**src/design/dchs_pkg.sv**
```systemverilog
// Shared types and constants for the DTLS ClientHello scanner.
`default_nettype none

package dchs_pkg;

    // Message format constants
    localparam logic [15:0] LEGACY_VERSION    = 16'hfefd;
    localparam logic [15:0] RANDOM_BYTES      = 16'd32;
    localparam logic [15:0] MIN_SUITES_LEN    = 16'd2;
    localparam logic [1:0]  EXT_HDR_LAST      = 2'd3;   // index of last of 4 header bytes
    localparam int          MAX_MESSAGE_BYTES = 65535;
    localparam logic [15:0] MAX_SCAN_POS      = 16'(MAX_MESSAGE_BYTES);
    localparam logic [15:0] POS_SATURATED     = 16'hffff;

    // Record kinds
    localparam logic [2:0] KIND_RANDOM   = 3'd0;
    localparam logic [2:0] KIND_SUITES   = 3'd1;
    localparam logic [2:0] KIND_COOKIE   = 3'd2;
    localparam logic [2:0] KIND_VERSIONS = 3'd3;
    localparam logic [2:0] KIND_GROUPS   = 3'd4;
    localparam logic [2:0] KIND_SHARES   = 3'd5;
    localparam logic [2:0] KIND_FINAL    = 3'd6;

    // Configuration register indexes
    localparam logic [1:0] CFG_COOKIE   = 2'd0;
    localparam logic [1:0] CFG_VERSIONS = 2'd1;
    localparam logic [1:0] CFG_GROUPS   = 2'd2;
    localparam logic [1:0] CFG_SHARES   = 2'd3;

    // Reset values of the extension type registers
    localparam logic [15:0] COOKIE_TYPE_RST   = 16'd44;
    localparam logic [15:0] VERSIONS_TYPE_RST = 16'd43;
    localparam logic [15:0] GROUPS_TYPE_RST   = 16'd10;
    localparam logic [15:0] SHARES_TYPE_RST   = 16'd51;

    // Output queue
    localparam int QUEUE_DEPTH = 4;
    localparam int QPTR_W      = $clog2(QUEUE_DEPTH);
    localparam int QCNT_W      = $clog2(QUEUE_DEPTH + 1);

    // Output beat layout
    localparam int OUT_TDATA_W = 40;

    typedef struct packed {
        logic [15:0] cookie;
        logic [15:0] versions;
        logic [15:0] groups;
        logic [15:0] shares;
    } ext_types_t;

    typedef struct packed {
        logic [2:0]  kind;
        logic [15:0] offset;
        logic [15:0] length;
        logic        accepted;
        logic        end_of_run;
    } rec_t;

    // Up to two records per byte: a field record, then the verdict
    typedef struct packed {
        logic field_valid;
        rec_t field_rec;
        logic final_valid;
        rec_t final_rec;
    } rec_pair_t;

endpackage

`default_nettype wire

```
**src/design/dchs_parser.sv**
```systemverilog
// Byte-level ClientHello parse state and record generation.
`default_nettype none

module dchs_parser
    import dchs_pkg::*;
(
    input  wire logic       clk,
    input  wire logic       rst_n,
    input  wire logic       byte_en,
    input  wire logic [7:0] byte_data,
    input  wire logic       byte_last,
    input  wire ext_types_t ext_types,
    output rec_pair_t       recs
);

    typedef enum logic [3:0] {
        PH_VER_HI, PH_VER_LO, PH_RANDOM, PH_SID_LEN, PH_SID, PH_CK_LEN,
        PH_SL_HI, PH_SL_LO, PH_SUITES, PH_CMP_LEN, PH_CMP, PH_EL_HI,
        PH_EL_LO, PH_EXT_HDR, PH_EXT_BODY, PH_DONE
    } phase_t;

    typedef enum logic [1:0] {
        V_UNDECIDED, V_ACCEPTED, V_REJECTED
    } verdict_t;

    phase_t      phase_reg, phase_next;
    verdict_t    verdict_reg, verdict_next;
    logic [15:0] pos_reg, pos_next;
    logic [15:0] skip_reg, skip_next;
    logic [15:0] scratch_reg, scratch_next;
    logic [15:0] ext_type_reg, ext_type_next;
    logic [15:0] fstart_reg, fstart_next;

    logic [15:0] pos_inc;
    logic [15:0] skip_dec;
    logic [15:0] byte_pair;
    logic [15:0] ext_len;
    logic        ext_hit;
    logic [2:0]  ext_kind;
    logic        scan_en;

    assign pos_inc   = pos_reg + 16'd1;
    assign skip_dec  = skip_reg - 16'd1;
    assign byte_pair = {scratch_reg[7:0], byte_data};
    assign ext_len   = {scratch_reg[15:8], byte_data};
    assign scan_en   = (pos_reg < MAX_SCAN_POS);

    // Extension type match, first register wins
    always_comb
    begin
        ext_hit  = 1'b1;
        ext_kind = KIND_COOKIE;
        if (ext_type_reg == ext_types.cookie)
            ext_kind = KIND_COOKIE;
        else if (ext_type_reg == ext_types.versions)
            ext_kind = KIND_VERSIONS;
        else if (ext_type_reg == ext_types.groups)
            ext_kind = KIND_GROUPS;
        else if (ext_type_reg == ext_types.shares)
            ext_kind = KIND_SHARES;
        else
            ext_hit = 1'b0;
    end

    // Next state and records for the current byte
    always_comb
    begin
        phase_next    = phase_reg;
        verdict_next  = verdict_reg;
        skip_next     = skip_reg;
        scratch_next  = scratch_reg;
        ext_type_next = ext_type_reg;
        fstart_next   = fstart_reg;
        pos_next      = (pos_reg != POS_SATURATED) ? pos_inc : pos_reg;

        recs.field_valid          = 1'b0;
        recs.field_rec.kind       = KIND_RANDOM;
        recs.field_rec.offset     = fstart_reg;
        recs.field_rec.length     = scratch_reg;
        recs.field_rec.accepted   = 1'b0;
        recs.field_rec.end_of_run = 1'b0;

        recs.final_valid          = byte_last;
        recs.final_rec.kind       = KIND_FINAL;
        recs.final_rec.offset     = 16'd0;
        recs.final_rec.length     = 16'd0;
        recs.final_rec.end_of_run = 1'b1;

        if (scan_en)
        begin
            case (phase_reg)
                PH_VER_HI:
                begin
                    scratch_next = {8'd0, byte_data};
                    phase_next   = PH_VER_LO;
                end
                PH_VER_LO:
                begin
                    if (byte_pair == LEGACY_VERSION)
                    begin
                        skip_next  = RANDOM_BYTES;
                        phase_next = PH_RANDOM;
                    end
                    else
                    begin
                        verdict_next = V_REJECTED;
                        phase_next   = PH_DONE;
                    end
                end
                PH_RANDOM:
                begin
                    skip_next = skip_dec;
                    if (skip_dec == 16'd0)
                    begin
                        recs.field_valid      = 1'b1;
                        recs.field_rec.kind   = KIND_RANDOM;
                        recs.field_rec.offset = pos_inc - RANDOM_BYTES;
                        recs.field_rec.length = RANDOM_BYTES;
                        phase_next            = PH_SID_LEN;
                    end
                end
                PH_SID_LEN:
                begin
                    if (byte_data == 8'd0)
                        phase_next = PH_CK_LEN;
                    else
                    begin
                        skip_next  = {8'd0, byte_data};
                        phase_next = PH_SID;
                    end
                end
                PH_SID:
                begin
                    skip_next = skip_dec;
                    if (skip_dec == 16'd0)
                        phase_next = PH_CK_LEN;
                end
                PH_CK_LEN:
                begin
                    // legacy cookie must be empty
                    if (byte_data != 8'd0)
                    begin
                        verdict_next = V_REJECTED;
                        phase_next   = PH_DONE;
                    end
                    else
                        phase_next = PH_SL_HI;
                end
                PH_SL_HI:
                begin
                    scratch_next = {8'd0, byte_data};
                    phase_next   = PH_SL_LO;
                end
                PH_SL_LO:
                begin
                    if ((byte_pair < MIN_SUITES_LEN) || byte_pair[0])
                    begin
                        verdict_next = V_REJECTED;
                        phase_next   = PH_DONE;
                    end
                    else
                    begin
                        scratch_next = byte_pair;
                        skip_next    = byte_pair;
                        fstart_next  = pos_inc;
                        phase_next   = PH_SUITES;
                    end
                end
                PH_SUITES:
                begin
                    skip_next = skip_dec;
                    if (skip_dec == 16'd0)
                    begin
                        recs.field_valid    = 1'b1;
                        recs.field_rec.kind = KIND_SUITES;
                        verdict_next        = V_ACCEPTED;
                        phase_next          = PH_CMP_LEN;
                    end
                end
                PH_CMP_LEN:
                begin
                    if (byte_data == 8'd0)
                        phase_next = PH_EL_HI;
                    else
                    begin
                        skip_next  = {8'd0, byte_data};
                        phase_next = PH_CMP;
                    end
                end
                PH_CMP:
                begin
                    skip_next = skip_dec;
                    if (skip_dec == 16'd0)
                        phase_next = PH_EL_HI;
                end
                PH_EL_HI:
                    phase_next = PH_EL_LO;
                PH_EL_LO:
                begin
                    skip_next  = 16'd0;
                    phase_next = PH_EXT_HDR;
                end
                PH_EXT_HDR:
                begin
                    // skip counts header bytes 0..3: type hi, type lo, len hi, len lo
                    skip_next = skip_reg + 16'd1;
                    case (skip_reg[1:0])
                        2'd0:    ext_type_next = {byte_data, 8'd0};
                        2'd1:    ext_type_next = {ext_type_reg[15:8], byte_data};
                        2'd2:    scratch_next  = {byte_data, 8'd0};
                        default: scratch_next  = ext_len;
                    endcase
                    if (skip_reg[1:0] == EXT_HDR_LAST)
                    begin
                        if (ext_len == 16'd0)
                        begin
                            // empty extension: report now
                            recs.field_valid      = ext_hit;
                            recs.field_rec.kind   = ext_kind;
                            recs.field_rec.offset = pos_inc;
                            recs.field_rec.length = 16'd0;
                            skip_next             = 16'd0;
                        end
                        else
                        begin
                            skip_next   = ext_len;
                            fstart_next = pos_inc;
                            phase_next  = PH_EXT_BODY;
                        end
                    end
                end
                PH_EXT_BODY:
                begin
                    skip_next = skip_dec;
                    if (skip_dec == 16'd0)
                    begin
                        recs.field_valid    = ext_hit;
                        recs.field_rec.kind = ext_kind;
                        phase_next          = PH_EXT_HDR;
                    end
                end
                default:
                begin
                    // PH_DONE: hold until the last byte
                end
            endcase
        end

        // Verdict includes the effect of this byte
        recs.final_rec.accepted = (verdict_next == V_ACCEPTED);

        // Rearm for the next message
        if (byte_last)
        begin
            phase_next    = PH_VER_HI;
            verdict_next  = V_UNDECIDED;
            pos_next      = 16'd0;
            skip_next     = 16'd0;
            scratch_next  = 16'd0;
            ext_type_next = 16'd0;
            fstart_next   = 16'd0;
        end
    end

    // Parse state
    always_ff @(posedge clk or negedge rst_n)
    begin
        if (!rst_n)
        begin
            phase_reg    <= PH_VER_HI;
            verdict_reg  <= V_UNDECIDED;
            pos_reg      <= 16'd0;
            skip_reg     <= 16'd0;
            scratch_reg  <= 16'd0;
            ext_type_reg <= 16'd0;
            fstart_reg   <= 16'd0;
        end
        else if (byte_en)
        begin
            phase_reg    <= phase_next;
            verdict_reg  <= verdict_next;
            pos_reg      <= pos_next;
            skip_reg     <= skip_next;
            scratch_reg  <= scratch_next;
            ext_type_reg <= ext_type_next;
            fstart_reg   <= fstart_next;
        end
    end

endmodule

`default_nettype wire

```
**src/design/dchs_out_queue.sv**
```systemverilog
// Small record queue: takes up to two records per cycle, sends one beat per cycle while out_ready is high.
`default_nettype none

module dchs_out_queue
    import dchs_pkg::*;
(
    input  wire logic      clk,
    input  wire logic      rst_n,
    input  wire logic      push_en,
    input  wire rec_pair_t push_recs,
    output logic           room,
    output logic           out_valid,
    input  wire logic      out_ready,
    output rec_t           out_rec
);

    rec_t              entry_reg [QUEUE_DEPTH];
    logic [QPTR_W-1:0] wr_ptr_reg, wr_ptr_next;
    logic [QPTR_W-1:0] rd_ptr_reg;
    logic [QCNT_W-1:0] count_reg, count_next;

    logic              push_a;
    logic              push_b;
    rec_t              rec_a;
    rec_t              rec_b;
    logic [QPTR_W-1:0] wr_ptr_inc;
    logic              pop;
    logic [QCNT_W-1:0] push_cnt;

    // Room for a worst-case byte (two records) before any pop
    assign room      = (count_reg <= QCNT_W'(QUEUE_DEPTH - 2));
    assign out_valid = (count_reg != '0);
    assign out_rec   = entry_reg[rd_ptr_reg];
    assign pop       = out_valid && out_ready;

    // Compact the pair: first present record goes to the write pointer
    always_comb
    begin
        push_a   = 1'b0;
        push_b   = 1'b0;
        rec_a    = push_recs.field_rec;
        rec_b    = push_recs.final_rec;
        push_cnt = '0;
        if (push_en)
        begin
            if (push_recs.field_valid)
            begin
                push_a   = 1'b1;
                push_b   = push_recs.final_valid;
                push_cnt = push_recs.final_valid ? QCNT_W'(2) : QCNT_W'(1);
            end
            else if (push_recs.final_valid)
            begin
                push_a   = 1'b1;
                rec_a    = push_recs.final_rec;
                push_cnt = QCNT_W'(1);
            end
        end
        wr_ptr_inc  = wr_ptr_reg + QPTR_W'(1);
        wr_ptr_next = wr_ptr_reg + QPTR_W'(push_cnt);
        count_next  = count_reg + push_cnt - QCNT_W'(pop);
    end

    // Queue storage
    always_ff @(posedge clk)
    begin
        if (push_a)
            entry_reg[wr_ptr_reg] <= rec_a;
        if (push_b)
            entry_reg[wr_ptr_inc] <= rec_b;
    end

    // Pointers and fill count
    always_ff @(posedge clk or negedge rst_n)
    begin
        if (!rst_n)
        begin
            wr_ptr_reg <= '0;
            rd_ptr_reg <= '0;
            count_reg  <= '0;
        end
        else
        begin
            wr_ptr_reg <= wr_ptr_next;
            count_reg  <= count_next;
            if (pop)
                rd_ptr_reg <= rd_ptr_reg + QPTR_W'(1);
        end
    end

endmodule

`default_nettype wire

```
**src/design/dtls_client_hello_scanner.sv**
```systemverilog
// Top level of the DTLS ClientHello scanner: input stage, config registers, parser, queue.
//
// The scanner takes one ClientHello body byte per beat and reports the random, the
// cipher-suites list and each complete extension of four programmable types as
// offset/length beats, then a verdict beat (tlast high) after the last byte. Each
// byte waits in the input register, where the parser updates its counters and
// compares, and its records land in a four-entry output queue. The input takes one
// byte per cycle while the queue holds at most two records; a byte that ends a field
// and the message at once yields two beats. The user must write the extension type
// codes through the cfg port only while idle; the block itself does not enforce this.
`default_nettype none

module dtls_client_hello_scanner
    import dchs_pkg::*;
(
    input  wire logic                   clk,
    input  wire logic                   rst_n,

    input  wire logic                   s_axis_tvalid,
    output logic                        s_axis_tready,
    input  wire logic [7:0]             s_axis_tdata,   // [7:0] data_byte
    input  wire logic                   s_axis_tlast,   // last_byte

    output logic                        m_axis_tvalid,
    input  wire logic                   m_axis_tready,
    output logic [OUT_TDATA_W-1:0]      m_axis_tdata,   // [15:0] field_offset,
                                                        // [31:16] field_length,
                                                        // [32] accepted, [39:33] zero
    output logic [2:0]                  m_axis_tuser,   // [2:0] record_kind
    output logic                        m_axis_tlast,   // end_of_run

    input  wire logic                   cfg_wr_en,
    input  wire logic [1:0]             cfg_index,
    input  wire logic [15:0]            cfg_data
);

    logic       in_valid_reg;
    logic [7:0] in_byte_reg;
    logic       in_last_reg;
    ext_types_t ext_types_reg;

    logic       room;
    logic       advance;
    rec_pair_t  recs;
    rec_t       out_rec;

    assign advance       = in_valid_reg && room;
    assign s_axis_tready = !in_valid_reg || room;

    // Input register
    always_ff @(posedge clk or negedge rst_n)
    begin
        if (!rst_n)
            in_valid_reg <= 1'b0;
        else if (s_axis_tvalid && s_axis_tready)
            in_valid_reg <= 1'b1;
        else if (advance)
            in_valid_reg <= 1'b0;
    end

    always_ff @(posedge clk)
    begin
        if (s_axis_tvalid && s_axis_tready)
        begin
            in_byte_reg <= s_axis_tdata;
            in_last_reg <= s_axis_tlast;
        end
    end

    // Extension type registers
    always_ff @(posedge clk or negedge rst_n)
    begin
        if (!rst_n)
        begin
            ext_types_reg.cookie   <= COOKIE_TYPE_RST;
            ext_types_reg.versions <= VERSIONS_TYPE_RST;
            ext_types_reg.groups   <= GROUPS_TYPE_RST;
            ext_types_reg.shares   <= SHARES_TYPE_RST;
        end
        else if (cfg_wr_en)
        begin
            case (cfg_index)
                CFG_COOKIE:   ext_types_reg.cookie   <= cfg_data;
                CFG_VERSIONS: ext_types_reg.versions <= cfg_data;
                CFG_GROUPS:   ext_types_reg.groups   <= cfg_data;
                CFG_SHARES:   ext_types_reg.shares   <= cfg_data;
                default:      ext_types_reg.cookie   <= ext_types_reg.cookie;
            endcase
        end
    end

    dchs_parser u_parser (
        .clk       (clk),
        .rst_n     (rst_n),
        .byte_en   (advance),
        .byte_data (in_byte_reg),
        .byte_last (in_last_reg),
        .ext_types (ext_types_reg),
        .recs      (recs)
    );

    dchs_out_queue u_queue (
        .clk       (clk),
        .rst_n     (rst_n),
        .push_en   (advance),
        .push_recs (recs),
        .room      (room),
        .out_valid (m_axis_tvalid),
        .out_ready (m_axis_tready),
        .out_rec   (out_rec)
    );

    // Output beat packing
    assign m_axis_tdata = {7'd0, out_rec.accepted, out_rec.length, out_rec.offset};
    assign m_axis_tuser = out_rec.kind;
    assign m_axis_tlast = out_rec.end_of_run;

endmodule

`default_nettype wire

```
**config.mk**
```make
export PLATFORM = sky130hd
export DESIGN_NAME = dtls_client_hello_scanner
export DESIGN_NICKNAME = d
export VERILOG_FILES = /design/src/design/dchs_pkg.sv /design/src/design/dchs_parser.sv /design/src/design/dchs_out_queue.sv /design/src/design/dtls_client_hello_scanner.sv
export SDC_FILE = /design/constraint.sdc
export NUM_CORES = 1
export LEC_CHECK = 0
export ABC_AREA = 1
export BUFFER_PORTS_ARGS = -buffer_cell sky130_fd_sc_hd__buf_2
export CORE_UTILIZATION = 60
export DETAILED_ROUTE_END_ITERATION = 16
export GPL_TIMING_DRIVEN = 0
export PLACE_DENSITY = 0.77
export SLEW_MARGIN = 20
export SYNTH_ARGS = -nofsm -noshare
export SYNTH_HDL_FRONTEND = slang
export SYNTH_HIERARCHICAL = 1
export SYNTH_SLANG_ARGS = --single-unit
```
**constraint.sdc**
```tcl
create_clock -name clk -period 15.81 [get_ports clk]
set_input_delay 3.9525 -clock clk [delete_from_list [all_inputs] [get_ports clk]]
set_output_delay 3.9525 -clock clk [all_outputs]
set_load 0.005 [all_outputs]
```
; ---- Word level (Yosys, flattened, before mapping)
; Memories as Yosys holds them, arrays and structs flattened.
; Index checks and enable logic that the tools add are counted.
[word_totals]
word_cells = 192
mem_count = 1
output_inout_bits = 46
input_bits = 32
ff_bits = 167
mem_bits_rw = 148
[op_classes]
order_cmp = 3
mux = 80
reduce_logical = 40
n_addsub = 9
n_eq_ne = 40
[mem_list]
columns = name, words, word_bits, rd, rd_ports_with_merged_regs, wr, line
row1 = u_queue.entry_reg, 4, 37, 1, 0, 2, dchs_out_queue.sv:17  ; rec_t entry_reg [QUEUE_DEPTH];
[ops]
columns = operator, n
row1 = two-way mux 16 bit, 19
row2 = two-way mux 36 bit, 4
row3 = two-way mux 37 bit, 3
row4 = one-hot mux 16 bit (2 select lines), 3
row5 = one-hot mux 16 bit (6 select lines), 1
row6 = == test 16 bit, 4
row7 = one-hot mux 32 bit (2 select lines), 1
row8 = one-hot mux 4 bit (15 select lines), 1
row9 = two-way mux 4 bit, 13
row10 = one-hot mux 16 bit (3 select lines), 1
row11 = "adder 16 x 1 -> 16 bit, second input constant", 2
row12 = logical NOT 16 bit, 2
row13 = "== test 4 bit, second input constant", 7
row14 = two-way mux 3 bit, 7
row15 = "inequality test 3 x 2 -> 1 bit, second input constant", 7
row16 = two-way mux 1 bit, 18
row17 = AND reduction 6 bit, 3
row18 = "== test 16 bit, second input constant", 1
row19 = "== test 4 x 3 -> 1 bit, second input constant", 4
row20 = "less-than comparator 16 bit, second input constant", 1
row21 = "less-than comparator 16 x 2 -> 1 bit, second input constant", 1
row22 = "inequality test 16 bit, second input constant", 1
row23 = one-hot mux 4 bit (4 select lines), 1
row24 = nonzero test 16 bit, 1
row25 = other kinds (32), 66

; ---- Logic depth before layout (Yosys ltp)
; Gate-level depths: netlist of run 1.
[depth]
depth_word = 13
mapped_depth = 26
ltp_nobuf = 26

; ---- Cells and area by module
; Netlist of run 1, hierarchy kept.
[by_module_without_submodules]
columns = module, seq_area_each_um2, n_inst, area_per_inst_um2, cells_per_inst
row1 = dchs_out_queue, 4619.4, 1, 8843.5, 1097
row2 = dchs_parser, 2152.1, 1, 7559.8, 1181
row3 = dtls_client_hello_scanner, 1913.1, 1, 3006.6, 310

; ---- Least setup slack after synthesis of run 1
; OpenSTA, ideal clock, no wires.
[synth_path]
path_type = flip-flop to flip-flop
from = register u_parser.skip_reg[0]
to = memory u_queue/entry_reg[3][0] in the netlist's numbering, enable pin
path_stages_with_launch = 18
required_ns = 15.323
arrival_time_ns = 5.422
period_less_slack_ns = 5.909
slack_ns = 9.901
path_cell_list = dfrtp_1 inv_1 ha_1 nand2_2 nor2_2 nand2_1 nand2_1 nand2_1 nor2_2 inv_1 nor3_2 nand3_1 inv_1 nor2_1 a21boi_1 inv_2 ha_1 o31ai_1
[synth_lines]
columns = element, line
row1 = start: declaration, dchs_parser.sv:29  ; logic [15:0] skip_reg, skip_next;
row2 = start signal: assignment, dchs_parser.sv:283  ; skip_reg <= skip_next;
row3 = end: declaration, dchs_out_queue.sv:17

; ---- Worst setup path after layout of run 1
[layout_path]
from = register u_queue.rd_ptr_reg[1]
to = output port m_axis_tdata[18]
[layout_between]
elab_chain_cells = 1
[layout_rtl]
columns = element, line
row1 = start: declaration, dchs_out_queue.sv:19  ; logic [QPTR_W-1:0] rd_ptr_reg;
row2 = start signal: assignment, dchs_out_queue.sv:87  ; rd_ptr_reg <= rd_ptr_reg + QPTR_W'(1);
row3 = memory read (4 x 37 bit), n/a
row4 = end: declaration, dtls_client_hello_scanner.sv:26  ; output logic [OUT_TDATA_W-1:0] m_axis_tdata,
; Every way passes these cells.

==> results of run 1 <==
-- final cells by class --
cell class                 count  share of cell area, %
clock inverter                 9                 0.5801
buffer                       166                  4.727
inverter                     251                  4.337
clock buffer                  57                  4.681
multi-input combinational   1898                  41.07
sequential                   315                  39.87
timing repair buffer          77                  2.424
tap                          402                  2.309
-- power by group --
group	internal, W	switching (W)
Sequential	0.00106	0.000111
Clock	0.000480	0.000333
Combinational	0.000521	0.00106
Total	0.00207	0.00150
-- cell families (layout without fill, tap and decap cells) --
family,count (synthesis),in the layout,synth area share [%]
AO/OA/AOI/OAI,284,284,7.935
XOR/XNOR,72,72,3.249
adder cells (fa/ha/maj),14,14,0.9412
buffers and inverters,417,560,10.17
flip-flops,315,315,44.74
other,3,45,0.05801
AND/OR/NAND/NOR,1483,1483,32.90
-- final timing paths --
check                                 startpoint                      end  slack, ns  depth (start not counted)
setup / recovery           u_queue/rd_ptr_reg[1]         m_axis_tdata[18]       9.42                          6
hold / removal                 ext_types_reg[19]        ext_types_reg[19]       0.47                          2
setup reg to reg            u_parser/skip_reg[0]  u_queue/entry_reg[3][8]      10.67                         22
hold reg to reg                ext_types_reg[19]        ext_types_reg[19]       0.47                          2
max in group asynchronous                  rst_n  u_parser/fstart_reg[13]      11.61                          2
min in group asynchronous                  rst_n         ext_types_reg[2]       3.35                          1
-- layout by cell type, fill, tap and decap left out, types with 14 or more instances in the layout --
master     count
a21oi_1       27
buf_2        109
buf_4         62
buf_6         15
clkbuf_1      56
clkbuf_16     36
conb_1        45
dfrtp_1      145
edfxtp_1     157
inv_1        237
nand2_1      819
nand2_2       32
nand3_1      258
nand4_1       85
nor2_1       231
nor3_1        14
o21ai_0      212
xnor2_1       46
xor2_1        26
-- routing by layer --
metal	vias up	track usage (%)
li1	8673	-
met1	8436	48.88
met2	967	55.69
met3	115	4.192
met4	0	9.311
met5	-	0
-- per-stage QoR --
stage	instance area, sq um	hold WS, ns	setup WS, ns	instances	utilization [%]
2_1_floorplan	19570	0.4430	9.901	2630	-
3_3_place_gp	20410	0.4597	6.935	3100	64.35
3_5_place_dp	20640	0.4659	9.982	3109	65.07
4_1_cts	21780	0.4752	9.423	3175	68.68
5_1_grt	21780	0.4940	9.264	3175	68.68
6_report	21780	0.4732	9.420	3175	68.68
-- critical path, cell delays in order (launching register included) --
cell      delay [ns]
dfrtp_1         0.41
inv_1           0.08
buf_2           0.24
clkbuf_1        0.50
o21ai_0         0.18
o21ai_0         0.33
buf_2           0.18
==> summary.md, run 1 <==
| Metric | Value |
|---|---|
| Max FFs per register | roughly 150 |
| Residual DRC | 0 |
| Post-DR vias/cell | 5.729 |
| Initial drt markers | ~2000 |
| Netlist Area Pre-Place | 0.01941 sq mm |
| Layout cells sized above 1 | 12.37% |
| Uppermost layer routed | met4 |
| Fin nets | 2791 |
| Initial Utilization | 61.20% |
| Met1 wire length | 23880 um |
| Worst Path Max Fanout | 10 |
| Clock slew at reported path FFs | 0.06 ns |
| Number of synthesized flops with an enable pin | between 150 and 200 |
| Met2 Wirelength | 25930 um |
| Clk sinks | 315 |
| Outcome | finished, final reports clean |
| Ant. Diodes | 0 |
| H-tree depth | 2 |
| Max Cap Viol | 0 |
| Syn avg cell area | 7.500 sq um |
| Clock Skew | 0.01285 ns |
| Resize count post-CTS | 0 |
| PwrDens | around 160 mW/mm^2 |
| First-pass GRT wire length | 89260 um |
| Worst slew pin tran | 0.9375 ns |
| Die height | around 180 um |
| Total power | 0.003571 W |
| Clock Latency Late Sink | around 0.52 ns |
| Setup_tns | 0 ns |
| Critical path type | flop to output pin |
| Final period utilization | 40.42% |
| Placer Congestion | about 0.99 |
| Hold_buf cts | 0 |
| Total wire length | 56390 um |
| IO Port Bufs | 68 |
| Final setup violation count | 0 |
| I/O Pins | 78 |
| Synth area leaders | edfxtp_1, dfrtp_1, nand2_1 |
| Met3 routed WL | 5203 um |
| Yosys cell types | 55 |
| Asr flop ratio synth | 50.16% |
| Hpwl dp | 41150 um |
| Worst min path class | flop to flop |
| Post-synth top flop | edfxtp_1 |
| Num CTS Buffers | 36 |
| Post-CTS Setup Bufs | 0 |
| Yosys warns | 6 |
| Leakage Power | 10.25 nW |
| Final hold violation count | 0 |
| First-pass DRT Iterations | 6 |
| Initial antenna violation count | 0 |
| Die width | 181.9 um |
| Fmax achieved | 156.5 MHz |
| All-layer global routing usage | 34.33% |
| Number of synthesized register bits | approximately 320 |
| Fin. max-slew vios | 0 |
| Row cnt | 65 |
| Maximum root-to-sink buffer count | 3 |
| CTS tree | built |
| Crit start category | flop |
| Area Overhead vs Synth | 12.23% |
| Post-synthesis sequential area ratio | 44.74% |
| VDD IR-drop max | 116.4 uV |
| Cells after Synth | about 2600 |
| Top-count cell post-synth | nand2_1 |
| Crit path required time | 11.86 ns |
| Yosys top cell by area | edfxtp_1 |
| Register Area | 0.008685 sq mm |
| Period minus WS final | 6.390 ns |
| Core ar. | around 0.032 sq mm |
| Clk root buf | clkbuf_16 |
| CP Capture Type | output pin |
| Post-route ant nets | 0 |
| RSZ-0062 raised after global routing | no |
| Routed wire per std cell | 17.76 um |
| WP data arrival | ~2.4 ns |
| Vias in the first global route | 16740 |
| Grt total ovfl | 0 |
| Slew HR | 37.50% |
| Fillers | 2621 |
| Largest net degree at the start of global routing | 99 |
| Share of the synthesized area in the top cell type | around a quarter |
| Area of the multi-input gates | 0.008947 sq mm |
| Total number of vias | ~18000 |
| Synth top cells by count | nand2_1, nand3_1, inv_1, nor2_1, o21ai_0 |
| Die area | 0.03307 sq mm |
Note: power is estimated with default switching activity, not from simulation.
==> run 2: changes to the inputs <==
clock period = 6.39 ns   (was 15.81 ns; I/O delays follow)
==> run 2 against run 1 <==
- clock skew is essentially flat
- via count shrank 0.60%
- register-to-register slack lost 9.4 ns
- non-clock buffer count is the same
- sequential power grew 150%
- core utilization is the same
- cell area is the same
- highest routed layer unchanged
==> summary.md, run 2 (synthesis results as in run 1) <==
| Metric | Value |
|---|---|
| WP data arrival | 5.31 ns |
| Reg2reg end | u_queue/entry_reg[3][9] |
| Final Util | 68.68% |
| Row cnt | 65 |
| RSZ-0062 raised after global routing | no |
| Num CTS Buffers | 36 |
| Worst min path class | flop to flop |
| Die width | 181.9 um |
| Hold_buf cts | 0 |
| Ant. Diodes | 0 |
| Final period utilization | 79.60% |
| Post-CTS Setup Bufs | 0 |
| Final Non-Filler Cells | about 3200 |
| Leakage Power | about 10 nW |
| R2R Setup Slk | roughly 1.3 ns |
| Fmax achieved | 196.6 MHz |
| CP Capture Type | flop |
| Grt total ovfl | 0 |
| Worst hold slack | 0.4736 ns |
| Max FFs per register | 148 |
| Hpwl dp | 41150 um |
| Crit start category | flop |
| Max Cap Viol | 0 |
| Period minus WS final | 5.086 ns |
| Vias in the first global route | between 15000 and 20000 |
| Post-DR vias/cell | ~5.7 |
| VDD IR-drop max | 289.1 uV |
| Resize count post-CTS | 0 |
| Hold endpoint | ext_types_reg[19] |
| Initial drt markers | around 1900 |
| Area Overhead vs Synth | 12.23% |
| Total wire length | 56190 um |
| Core ar. | 0.03172 sq mm |
| Fin nets | 2791 |
| PwrDens | about 410 mW/mm^2 |
| WHS Path Cells | 2 |
| Most frequent cells in the layout | nand2_1, nand3_1, inv_1, nor2_1, o21ai_0 |
| Final setup violation count | 0 |
| Slew HR | 33.46% |
| Residual DRC | 0 |
| Final hold violation count | 0 |
| Largest net degree at the start of global routing | slightly below 100 |
| Outcome | finished, final reports clean |
| Total number of vias | 18080 |
| First-pass DRT Iterations | 6 |
| Layout cells sized above 1 | 12.37% |
| Worst slew pin tran | 0.9981 ns |
| Die height | 181.9 um |
| Clock Latency Late Sink | 0.52 ns |
| Initial Utilization | 61.20% |
| Clock Skew | 0.01259 ns |
| Clock slew at reported path FFs | about 0.060 ns |
| Die area | 0.03307 sq mm |
| Fin. max-slew vios | 0 |
| Most common cell after layout, fill and taps aside | nand2_1 |
| CTS tree | built |
| Post-placement cell count | 3109 |
| First-pass GRT wire length | approximately 90000 um |
| All-layer global routing usage | 34.37% |
| I/O Pins | 78 |
| Reg2reg start | u_parser/skip_reg[0] |
| Hold_sp | ext_types_reg[19] |
| IO Port Bufs | approximately 70 |
| Critical path type | flop to flop |
| Reg2Reg Depth | 22 |
| Clk sinks | 315 |
| Post-route ant nets | 0 |
| Routed wire per std cell | 17.70 um |
| Crit path required time | 6.62 ns |
| Worst Path Max Fanout | 13 |
| Maximum root-to-sink buffer count | 3 |
| Clk root buf | clkbuf_16 |
| Initial antenna violation count | 0 |
| H-tree depth | 2 |
| Placer Congestion | 0.9920 |
==> run 2: layer usage <==
metal  track usage (%)  vias up  wire (um)
met1             49.07     8402      23930
met5                 0        -          0
met3             4.112      111       5004
met2             55.80      898      25930
met4             8.975        0       1323
li1                  -     8670          -
==> run 2: critical path: stages, from the launching register on <==
cell      delay [ns]
dfrtp_1         0.42
inv_1           0.22
ha_1            0.30
nand2_2         0.13
nor2_4          0.19
nand2_1         0.08
nand2_1         0.06
nand2_1         0.13
nor2_1          0.12
nand2_1         0.07
nor3_2          0.22
nand3_1         0.28
inv_1           0.18
nor2_1          0.05
a21boi_1        0.54
ha_1            0.36
nand4_1         0.19
buf_4           0.24
buf_2           0.22
o31ai_4         0.14
buf_6           0.23
buf_6           0.21
buf_8           0.18
==> run 2: layout make-up <==
class	count	area (sq um)
Fill cell	2621	9935
Multi-Input combinational cell	1898	8947
Sequential cell	315	8685
Buffer	166	1030
Clock buffer	57	1020
Inverter	251	944.7
Timing Repair Buffer	77	528.0
Tap cell	402	503.0
Clock inverter	9	126.4
==> run 2: power breakdown <==
part	internal [W]	switching, W	leakage [nW]
registers	0.00263	0.000274	3.49
logic	0.00129	0.00262	6.20
clock network	0.00119	0.000825	0.554
==> run 2: through the flow <==
step	cell area (sq um)	total power [W]	setup slack [ns]	setup TNS, ns
2_1_floorplan	19570	0.005514	0.4806	0
3_3_place_gp	20410	0.006617	-2.485	-264.84
3_5_place_dp	20640	0.006744	1.384	0
4_1_cts	21780	0.008769	1.355	0
5_1_grt	21780	0.009391	0.9933	0
6_report	21780	0.008827	1.304	0
==> run 2: how the worst max path moves through the flow <==
| stage | from | end | slack, ns | depth (start not counted) |
|---|---|---|---|---|
| 4_1_cts | u_parser/skip_reg[0] | u_queue/entry_reg[3][9] | 1.35 | 22 |
| 3_3_place_gp | u_parser/skip_reg[0] | u_queue/entry_reg[0][10] | -2.49 | 19 |
| 6_report | u_parser/skip_reg[0] | u_queue/entry_reg[3][9] | 1.30 | 22 |
| 2_1_floorplan | u_parser/skip_reg[0] | u_queue/entry_reg[3][0] | 0.48 | 17 |
| 5_1_grt | u_parser/skip_reg[0] | u_queue/entry_reg[3][8] | 0.99 | 22 |
| 3_5_place_dp | u_parser/skip_reg[0] | u_queue/entry_reg[3][10] | 1.38 | 22 |
